### src/design/mscg_pkg.sv
// Shared types and constants of the multi-stop color gradient unit.
package mscg_pkg;

   localparam int unsigned POS_W    = 16;
   localparam int unsigned OFF_W    = 16;
   localparam int unsigned CHAN_W   = 8;
   localparam int unsigned COLOR_W  = 3 * CHAN_W;
   localparam int unsigned STOP_W   = OFF_W + COLOR_W;
   localparam int unsigned COUNT_W  = 3;
   localparam int unsigned CSR_IDX_W = 3;
   localparam int unsigned WEIGHT_W = 9;
   localparam int unsigned REM_W    = OFF_W + 1;
   localparam int unsigned DIV_STEPS = 3;

   localparam logic [CSR_IDX_W-1:0] CSR_STOP_COUNT = 3'd0;
   localparam logic [CSR_IDX_W-1:0] CSR_STOP_BASE  = 3'd1;

   localparam logic [WEIGHT_W-1:0] WEIGHT_ONE = 9'd256;

   typedef struct packed {
      logic [CHAN_W-1:0] red;
      logic [CHAN_W-1:0] green;
      logic [CHAN_W-1:0] blue;
   } rgb_type;

   typedef struct packed {
      rgb_type             color_l;
      rgb_type             color_r;
      logic [REM_W-1:0]    rem;
      logic [OFF_W-1:0]    den;
      logic [WEIGHT_W-1:0] quot;
   } div_type;

endpackage

### src/design/multi_stop_color_gradient_unit.sv
// Top level of the multi-stop color gradient unit.
//
// Each request on the req_ channel carries one 16-bit gradient position; the
// block answers with exactly one 24-bit RGB color on the rsp_ channel, in order.
// The gradient is set through the csr_ write port: index 0 holds the number of
// stops in use, indexes 1 to 6 hold the stops (offset in bits 39..24, then red,
// green, blue). Write the registers only while no request is in flight.
//
// The datapath is a six-stage pipeline: segment search, three division stages
// of three quotient bits each for the 9-bit blend weight, the weight products,
// and the channel sums in the output register. The pipeline takes one request per
// cycle as long as the receiver does not stall it by holding rsp_tready low.
// Every stage carries its own valid bit and advances when it is empty or when
// the stage after it advances, so a stalled receiver lets the pipeline fill up
// its empty slots before req_tready falls; nothing is dropped or repeated.
// Reset clears the stop registers (zero stops, so black) and empties the pipe.
module multi_stop_color_gradient_unit #(
   parameter int unsigned MAX_STOPS = 6
) (
   input  logic                               clock,
   input  logic                               reset,
   input  logic                               req_tvalid,
   output logic                               req_tready,
   input  logic [15:0]                        req_tdata,   // [15:0] position
   output logic                               rsp_tvalid,
   input  logic                               rsp_tready,
   output logic [23:0]                        rsp_tdata,   // [7:0] red, [15:8] green, [23:16] blue
   input  logic                               csr_wen,
   input  logic [mscg_pkg::CSR_IDX_W-1:0]     csr_index,
   input  logic [mscg_pkg::STOP_W-1:0]        csr_wdata
);

   // Configuration registers.
   logic [mscg_pkg::COUNT_W-1:0]               count_ff;
   logic [mscg_pkg::COUNT_W-1:0]               count_in;
   logic [MAX_STOPS-1:0][mscg_pkg::STOP_W-1:0] stop_ff;
   logic [MAX_STOPS-1:0][mscg_pkg::STOP_W-1:0] stop_in;

   // Pipeline handshake between stages.
   logic              v_sel, v_div_a, v_div_b, v_div_c, v_mul, v_out;
   logic              adv_sel, adv_div_a, adv_div_b, adv_div_c, adv_mul, adv_out;
   mscg_pkg::div_type d_sel, d_div_a, d_div_b, d_div_c;
   mscg_pkg::rgb_type color;

   always_comb begin
      count_in = count_ff;
      stop_in  = stop_ff;
      if (csr_wen) begin
         if (csr_index == mscg_pkg::CSR_STOP_COUNT) begin
            count_in = csr_wdata[mscg_pkg::COUNT_W-1:0];
         end
         for (int j = 0; j < MAX_STOPS; j++) begin
            if (csr_index == mscg_pkg::CSR_IDX_W'(j) + mscg_pkg::CSR_STOP_BASE) begin
               stop_in[j] = csr_wdata;
            end
         end
      end
   end

   always_ff @(posedge clock) begin
      if (reset) begin
         count_ff <= '0;
         stop_ff  <= '0;
      end else begin
         count_ff <= count_in;
         stop_ff  <= stop_in;
      end
   end

   // A stage moves when it is empty or when the stage after it moves.
   assign adv_out   = !v_out   || rsp_tready;
   assign adv_mul   = !v_mul   || adv_out;
   assign adv_div_c = !v_div_c || adv_mul;
   assign adv_div_b = !v_div_b || adv_div_c;
   assign adv_div_a = !v_div_a || adv_div_b;
   assign adv_sel   = !v_sel   || adv_div_a;
   assign req_tready = adv_sel;

   mscg_select #(
      .MAX_STOPS (MAX_STOPS)
   ) u_select (
      .clock      (clock),
      .reset      (reset),
      .advance    (adv_sel),
      .in_valid   (req_tvalid),
      .position   (req_tdata),
      .stop_count (count_ff),
      .stops      (stop_ff),
      .out_valid  (v_sel),
      .out_data   (d_sel)
   );

   mscg_divide u_divide_a (
      .clock     (clock),
      .reset     (reset),
      .advance   (adv_div_a),
      .in_valid  (v_sel),
      .in_data   (d_sel),
      .out_valid (v_div_a),
      .out_data  (d_div_a)
   );

   mscg_divide u_divide_b (
      .clock     (clock),
      .reset     (reset),
      .advance   (adv_div_b),
      .in_valid  (v_div_a),
      .in_data   (d_div_a),
      .out_valid (v_div_b),
      .out_data  (d_div_b)
   );

   mscg_divide u_divide_c (
      .clock     (clock),
      .reset     (reset),
      .advance   (adv_div_c),
      .in_valid  (v_div_b),
      .in_data   (d_div_b),
      .out_valid (v_div_c),
      .out_data  (d_div_c)
   );

   mscg_blend u_blend (
      .clock       (clock),
      .reset       (reset),
      .advance_mul (adv_mul),
      .advance_out (adv_out),
      .in_valid    (v_div_c),
      .in_data     (d_div_c),
      .mid_valid   (v_mul),
      .out_valid   (v_out),
      .out_color   (color)
   );

   assign rsp_tvalid = v_out;
   assign rsp_tdata  = {color.blue, color.green, color.red};

`ifndef SYNTHESIS
   // A receiver that is ready lets every stage move, so requests are taken.
   assert property (@(posedge clock) disable iff (reset)
      rsp_tready |-> req_tready)
      else $error("request side stalled while receiver is ready");

   // Reset empties the pipeline.
   assert property (@(posedge clock)
      reset |=> !rsp_tvalid)
      else $error("result valid right after reset");

   // With zero stops configured, a full pipe of requests yields black only.
   assert property (@(posedge clock) disable iff (reset)
      (count_ff == '0 && $past(count_ff == '0, 6) && !$past(reset, 6) &&
       !$past(csr_wen, 6) && rsp_tvalid && $past(v_out) == 1'b0 &&
       $past(count_ff == '0, 1) && $past(count_ff == '0, 2) &&
       $past(count_ff == '0, 3) && $past(count_ff == '0, 4) &&
       $past(count_ff == '0, 5)) |-> (rsp_tdata == '0))
      else $error("nonzero color with no stops");
`endif

endmodule

### src/design/mscg_select.sv
// Segment search stage: picks the gradient segment and sets up the weight division.
module mscg_select #(
   parameter int unsigned MAX_STOPS = 6
) (
   input  logic                                              clock,
   input  logic                                              reset,
   input  logic                                              advance,
   input  logic                                              in_valid,
   input  logic [mscg_pkg::POS_W-1:0]                        position,
   input  logic [mscg_pkg::COUNT_W-1:0]                      stop_count,
   input  logic [MAX_STOPS-1:0][mscg_pkg::STOP_W-1:0]        stops,
   output logic                                              out_valid,
   output mscg_pkg::div_type                                 out_data
);

   localparam int unsigned IDX_W = $clog2(MAX_STOPS);

   logic [mscg_pkg::COUNT_W-1:0] n_used;
   logic                         found;
   logic [IDX_W-1:0]             sel;
   logic [IDX_W-1:0]             sel_r;
   logic [IDX_W-1:0]             last;
   logic [mscg_pkg::OFF_W-1:0]   off_lo;
   logic [mscg_pkg::OFF_W-1:0]   off_hi;
   mscg_pkg::div_type            data_in;
   mscg_pkg::div_type            data_ff;
   logic                         valid_ff;

   always_comb begin
      n_used = (stop_count > mscg_pkg::COUNT_W'(MAX_STOPS)) ?
               mscg_pkg::COUNT_W'(MAX_STOPS) : stop_count;
      found = 1'b0;
      sel   = '0;
      // Walk downward so the lowest matching segment wins.
      for (int i = MAX_STOPS - 2; i >= 0; i--) begin
         if ((mscg_pkg::COUNT_W'(i) + 3'd1) < n_used &&
             position <= stops[i+1][mscg_pkg::STOP_W-1:mscg_pkg::COLOR_W]) begin
            found = 1'b1;
            sel   = IDX_W'(i);
         end
      end
      sel_r  = sel + IDX_W'(1);
      last   = IDX_W'(n_used - 3'd1);
      off_lo = stops[sel][mscg_pkg::STOP_W-1:mscg_pkg::COLOR_W];
      off_hi = stops[sel_r][mscg_pkg::STOP_W-1:mscg_pkg::COLOR_W];

      // A single color is sent through the blend with weight zero.
      data_in.color_l = mscg_pkg::rgb_type'(stops[0][mscg_pkg::COLOR_W-1:0]);
      data_in.rem     = '0;
      data_in.den     = mscg_pkg::OFF_W'(1);
      data_in.quot    = '0;
      if (n_used == 3'd0) begin
         data_in.color_l = '0;
      end else if (n_used == 3'd1 ||
                   position < stops[0][mscg_pkg::STOP_W-1:mscg_pkg::COLOR_W]) begin
         data_in.color_l = mscg_pkg::rgb_type'(stops[0][mscg_pkg::COLOR_W-1:0]);
      end else if (found) begin
         if (off_hi <= off_lo) begin
            data_in.color_l = mscg_pkg::rgb_type'(stops[sel_r][mscg_pkg::COLOR_W-1:0]);
         end else begin
            data_in.color_l = mscg_pkg::rgb_type'(stops[sel][mscg_pkg::COLOR_W-1:0]);
            data_in.rem     = {1'b0, position - off_lo};
            data_in.den     = off_hi - off_lo;
         end
      end else begin
         data_in.color_l = mscg_pkg::rgb_type'(stops[last][mscg_pkg::COLOR_W-1:0]);
      end
      if (found && n_used > 3'd1 && off_hi > off_lo &&
          position >= stops[0][mscg_pkg::STOP_W-1:mscg_pkg::COLOR_W]) begin
         data_in.color_r = mscg_pkg::rgb_type'(stops[sel_r][mscg_pkg::COLOR_W-1:0]);
      end else begin
         data_in.color_r = data_in.color_l;
      end
   end

   always_ff @(posedge clock) begin
      if (reset) begin
         valid_ff <= 1'b0;
      end else if (advance) begin
         valid_ff <= in_valid;
      end
   end

   always_ff @(posedge clock) begin
      if (advance) begin
         data_ff <= data_in;
      end
   end

   assign out_valid = valid_ff;
   assign out_data  = data_ff;

endmodule

### src/design/mscg_divide.sv
// Weight division stage: three restoring quotient steps per register stage.
module mscg_divide (
   input  logic              clock,
   input  logic              reset,
   input  logic              advance,
   input  logic              in_valid,
   input  mscg_pkg::div_type in_data,
   output logic              out_valid,
   output mscg_pkg::div_type out_data
);

   logic [mscg_pkg::REM_W-1:0]    r;
   logic [mscg_pkg::WEIGHT_W-1:0] q;
   logic                          qbit;
   mscg_pkg::div_type             data_in;
   mscg_pkg::div_type             data_ff;
   logic                          valid_ff;

   // Each step compares the partial remainder with the divisor, subtracts on a
   // hit, and shifts in the next (zero) dividend bit.
   always_comb begin
      r = in_data.rem;
      q = in_data.quot;
      for (int s = 0; s < mscg_pkg::DIV_STEPS; s++) begin
         qbit = (r >= {1'b0, in_data.den});
         if (qbit) begin
            r = r - {1'b0, in_data.den};
         end
         q = {q[mscg_pkg::WEIGHT_W-2:0], qbit};
         r = {r[mscg_pkg::REM_W-2:0], 1'b0};
      end
      data_in      = in_data;
      data_in.rem  = r;
      data_in.quot = q;
   end

   always_ff @(posedge clock) begin
      if (reset) begin
         valid_ff <= 1'b0;
      end else if (advance) begin
         valid_ff <= in_valid;
      end
   end

   always_ff @(posedge clock) begin
      if (advance) begin
         data_ff <= data_in;
      end
   end

   assign out_valid = valid_ff;
   assign out_data  = data_ff;

`ifndef SYNTHESIS
   // The remainder stays below twice a nonzero divisor between stages.
   assert property (@(posedge clock) disable iff (reset)
      valid_ff |-> (data_ff.den != '0 && data_ff.rem < {data_ff.den, 1'b0}))
      else $error("divide remainder out of range");
`endif

endmodule

### src/design/mscg_blend.sv
// Color blend: weight products in one stage, channel sums in the output stage.
module mscg_blend (
   input  logic                       clock,
   input  logic                       reset,
   input  logic                       advance_mul,
   input  logic                       advance_out,
   input  logic                       in_valid,
   input  mscg_pkg::div_type          in_data,
   output logic                       mid_valid,
   output logic                       out_valid,
   output mscg_pkg::rgb_type          out_color
);

   localparam int unsigned PROD_W = mscg_pkg::CHAN_W + mscg_pkg::WEIGHT_W;

   logic [mscg_pkg::WEIGHT_W-1:0]          w_inv;
   logic [2:0][mscg_pkg::CHAN_W-1:0]       chan_l;
   logic [2:0][mscg_pkg::CHAN_W-1:0]       chan_r;
   logic [2:0][PROD_W-1:0]                 prod_l_in;
   logic [2:0][PROD_W-1:0]                 prod_r_in;
   logic [2:0][PROD_W-1:0]                 prod_l_ff;
   logic [2:0][PROD_W-1:0]                 prod_r_ff;
   logic [2:0][PROD_W-1:0]                 sum;
   mscg_pkg::rgb_type                      color_in;
   mscg_pkg::rgb_type                      color_ff;
   logic                                   mid_ff;
   logic                                   out_ff;

   always_comb begin
      w_inv  = mscg_pkg::WEIGHT_ONE - in_data.quot;
      chan_l = in_data.color_l;
      chan_r = in_data.color_r;
      for (int c = 0; c < 3; c++) begin
         prod_l_in[c] = PROD_W'(chan_l[c]) * PROD_W'(w_inv);
         prod_r_in[c] = PROD_W'(chan_r[c]) * PROD_W'(in_data.quot);
      end
   end

   always_comb begin
      for (int c = 0; c < 3; c++) begin
         sum[c] = prod_l_ff[c] + prod_r_ff[c];
      end
      color_in.red   = sum[2][2*mscg_pkg::CHAN_W-1:mscg_pkg::CHAN_W];
      color_in.green = sum[1][2*mscg_pkg::CHAN_W-1:mscg_pkg::CHAN_W];
      color_in.blue  = sum[0][2*mscg_pkg::CHAN_W-1:mscg_pkg::CHAN_W];
   end

   always_ff @(posedge clock) begin
      if (reset) begin
         mid_ff <= 1'b0;
         out_ff <= 1'b0;
      end else begin
         if (advance_mul) begin
            mid_ff <= in_valid;
         end
         if (advance_out) begin
            out_ff <= mid_ff;
         end
      end
   end

   always_ff @(posedge clock) begin
      if (advance_mul) begin
         prod_l_ff <= prod_l_in;
         prod_r_ff <= prod_r_in;
      end
      if (advance_out) begin
         color_ff <= color_in;
      end
   end

   assign mid_valid = mid_ff;
   assign out_valid = out_ff;
   assign out_color = color_ff;

`ifndef SYNTHESIS
   // A finished division never yields a weight above one.
   assert property (@(posedge clock) disable iff (reset)
      in_valid |-> (in_data.quot <= mscg_pkg::WEIGHT_ONE))
      else $error("blend weight above one");
`endif

endmodule
### config.mk
export PLATFORM = sky130hd
export DESIGN_NAME = multi_stop_color_gradient_unit
export DESIGN_NICKNAME = d
export VERILOG_FILES = /design/src/design/mscg_pkg.sv /design/src/design/multi_stop_color_gradient_unit.sv /design/src/design/mscg_select.sv /design/src/design/mscg_divide.sv /design/src/design/mscg_blend.sv
export SDC_FILE = /design/constraint.sdc
export NUM_CORES = 2
export LEC_CHECK = 0
export ABC_AREA = 1
export BUFFER_PORTS_ARGS = -buffer_cell sky130_fd_sc_hd__clkbuf_2
export CAP_MARGIN = 20
export CELL_PAD_IN_SITES_DETAIL_PLACEMENT = 1
export CELL_PAD_IN_SITES_GLOBAL_PLACEMENT = 1
export CORE_UTILIZATION = 45
export CTS_BUF_LIST = sky130_fd_sc_hd__clkbuf_16
export DETAILED_ROUTE_END_ITERATION = 10
export PLACE_DENSITY_LB_ADDON = 0.1
export SLEW_MARGIN = 5
export SYNTH_ARGS = -nofsm -noshare
export SYNTH_HDL_FRONTEND = slang
export SYNTH_SLANG_ARGS = --single-unit
### constraint.sdc
create_clock -name clock -period 39.9 [get_ports clock]
set_input_delay 7.98 -clock clock [delete_from_list [all_inputs] [get_ports clock]]
set_output_delay 7.98 -clock clock [all_outputs]
set_load 0.01 [all_outputs]
==> results.json <==
{
  "status": "finished clean",
  "viasPerCell": 5.59,
  "grt_pass1_wl_um": 270000,
  "clock_sinks": 675,
  "finalHoldViolations": 0,
  "clockBufferDepth": 3,
  "fin_skew_ns": 0.0529,
  "synth.most_common_cell": "nand2_1",
  "cts_tree": "built",
  "ys_ff_latch": 675,
  "cts_buffers": 80,
  "n_fill_cell": 14300,
  "setup_slack_ns": 20.75,
  "crit_top_cell": "nor2_1",
  "path_class": "in2out",
  "routabilityCongestion": 0.870,
  "die_width_um": 348,
  "dr.pass1.iters": 6,
  "avgSynthCellArea_um2": 8.06,
  "synth_nets": 7532,
  "holdBufCountCts": 0,
  "ir_drop_v": 0.0000875,
  "avgRoutedWirePerCell_um": 20.7,
  "crit_slowest_cell": "clkinv_2",
  "syn_to_final_growth_pct": 7.91,
  "tightest_slew_ns": 1.18,
  "grt.overflow.total": 0,
  "drive_gt1_frac": 0.0585,
  "dieArea_um2": 121000,
  "synth_area_um2": 53900,
  "netlist.area_leader.share": 0.237,
  "fin_crit_sh": 0.480,
  "leakagePower_nw": 27.2,
  "min_path_cells": 0,
  "whs_endpoint": "u_divide_c.out_data[57]",
  "worst_setup_path_start_kind": "primary input",
  "fin_total_pwr_mw": 3.66,
  "synth.area.top_cells": "edfxtp_1 (24%), ha_1 (12%), nand2_1 (10%), fa_1 (9.4%), dfxtp_1 (9.2%)",
  "p_per_area_nw_per_um2": 62.9,
  "synth_top_flop_cell": "edfxtp_1",
  "track_usage": 0.283,
  "drc": 0,
  "cp_max_fo": 49,
  "setup_viol": 0,
  "synthTopCellsByCount": "nand2_1 (1482), inv_1 (911), a21oi_1 (539), ha_1 (520), nand3_1 (467)",
  "slowest_delay_ns": 0.63,
  "fmax_ghz": 0.0522,
  "ff2ff_path_depth": 40,
  "cap_viol_max_count": 0,
  "crit_family": "simple AND/OR/NAND/NOR gates",
  "dr.first_iter.drc_count": 2775,
  "synth.largest_area_cell": "edfxtp_1",
  "synth_edf_count": 426,
  "path_buf_inv": 7,
  "hold_start": "u_divide_b.out_data[57]",
  "rows": 126,
  "startpoint": "rsp_tready",
  "cp_data_arrival_time_ns": 11.17,
  "ios": 90,
  "hold_path_class": "reg2reg",
  "clk_pin_slew_worst_paths_ns": 0.06,
  "die_y_um": 348,
  "antenna_found_initial": 6,
  "path_cells": "clkbuf_2, nor2_1, inv_1, buf_4, nor2_1, inv_4, nor2_1, inv_2, nor2_1, clkinv_2, nor2_1, nand2_4, clkbuf_2",
  "grt_pass1_vias": 48300,
  "hpwl_um": 121000,
  "grt_max_degree": 105,
  "cts_setup_buffers": 0,
  "cts_resized": 0,
  "final_antenna_net_count": 0,
  "clk_latency_ns": 0.69,
  "ys_seq_area_frac": 0.330,
  "critPathCaptureType": "primary output",
  "rsz0062_at_grt": "false",
  "num_vias": 46200,
  "synth.distinct_cells": 66,
  "required_ns": 31.92,
  "r2r-end": "u_select.out_data[45]",
  "nNetsFinal": 7439,
  "pre_cts_ws_ns": 20.67,
  "synthCells": 6696,
  "setup_tns_ns": 0,
  "port_buffers": 89,
  "start_util": 0.456,
  "slew_viol_final": 0,
  "relSlewSlack": 0.212,
  "layout_min_cycle_time_ns": 19.15,
  "root_buffer": "clkbuf_16",
  "coreArea_um2": 118000,
  "async_reset_ff_frac": 0,
  "yosysWarnings": 0,
  "r2r_setup_slack_ns": 30.58,
  "timing.rr.start": "stop_ff[151]",
  "totalWireLength_um": 171000,
  "htree_levels": 3
}
[where the power goes]
| part | total [mW] | internal (mW) | switching [mW] | leakage (nW) |
|---|---|---|---|---|
| sequential | 0.872 | 0.847 | 0.0243 | 7.17 |
| combinational | 2.04 | 0.765 | 1.28 | 18.7 |
| clock | 0.744 | 0.418 | 0.326 | 1.33 |
[worst max-delay path by stage]
stage	end	depth (start not counted)
after floorplan	req_tready	10
after global placement	req_tready	13
after detailed placement	req_tready	13
after CTS	req_tready	13
after global routing	req_tready	13
final	req_tready	13
[through the flow]
stage               area, um^2  hold WS [ns]  std cells  utilization
CTS                      58200         0.420       8269        0.491
global placement         55500         0.401       8120        0.469
finish                   58200         0.419       8273        0.492
detailed placement       55500         0.405       8120        0.469
global route             58200         0.426       8270        0.492
floorplan                53900         0.400       6696            -
[metal layers]
layer	up-vias	wire (um)	track usage
li1	22000	-	-
met1	22800	75400	0.367
met2	1080	82300	0.488
met3	317	7940	0.0321
met4	6	5370	0.0928
met5	-	40	0
[layout by cell type, fill, tap and decap left out, types with 54 or more instances in the layout]
master     count
nand2_1     1472
inv_1        914
a21oi_1      539
ha_1         519
nand3_1      467
nor2_1       455
edfxtp_1     426
o21ai_0      286
fa_1         252
dfxtp_1      248
a211oi_1     160
xor2_1       146
clkbuf_2      88
clkbuf_16     84
xnor2_1       75
buf_4         54
[area by class of cell]
| type | instances | area, um^2 | share of cell area |
|---|---|---|---|
| antenna | 3 | 7.51 | 0.000129 |
| clock buffer | 84 | 2100 | 0.0361 |
| clock inverter | 65 | 549 | 0.00944 |
| inverter | 932 | 3510 | 0.0602 |
| multi-input combinational | 4770 | 31400 | 0.539 |
| sequential | 675 | 17800 | 0.305 |
| tap | 1600 | 2000 | 0.0344 |
| timing repair buffer | 144 | 887 | 0.0152 |
[kinds of logic (layout without fill, tap and decap cells)]
family / count (synthesis) / count (layout) / share of synthesized area
simple gates: 2536 / 2536 / 0.194
buf+inv: 1251 / 1225 / 0.0903
compound gates: 1241 / 1241 / 0.136
fa+ha+maj: 772 / 772 / 0.214
flops: 675 / 675 / 0.330
xor+xnor: 221 / 221 / 0.0359
other cells: 0 / 3 / 0
[worst register-to-register path, delay by kind of cell, from the launching register on]
kind            cells  cell delay [ns]
fa+ha+maj           4             1.08
buf+inv            11             3.04
compound gates      5             1.12
flops               1             0.31
simple gates       20             3.53
[registers in the layout (all words and copies together) (netlist names), 3 cells and up]
register and flops:
u_divide_a.out_data 83, u_blend.prod_l_ff 48, u_divide_b.out_data 86, u_blend.prod_r_ff 48
count_ff 3, u_divide_c.out_data 57, u_select.out_data 80, stop_ff 240
u_blend.out_color 24
Note: power is estimated with default switching activity, not from simulation.
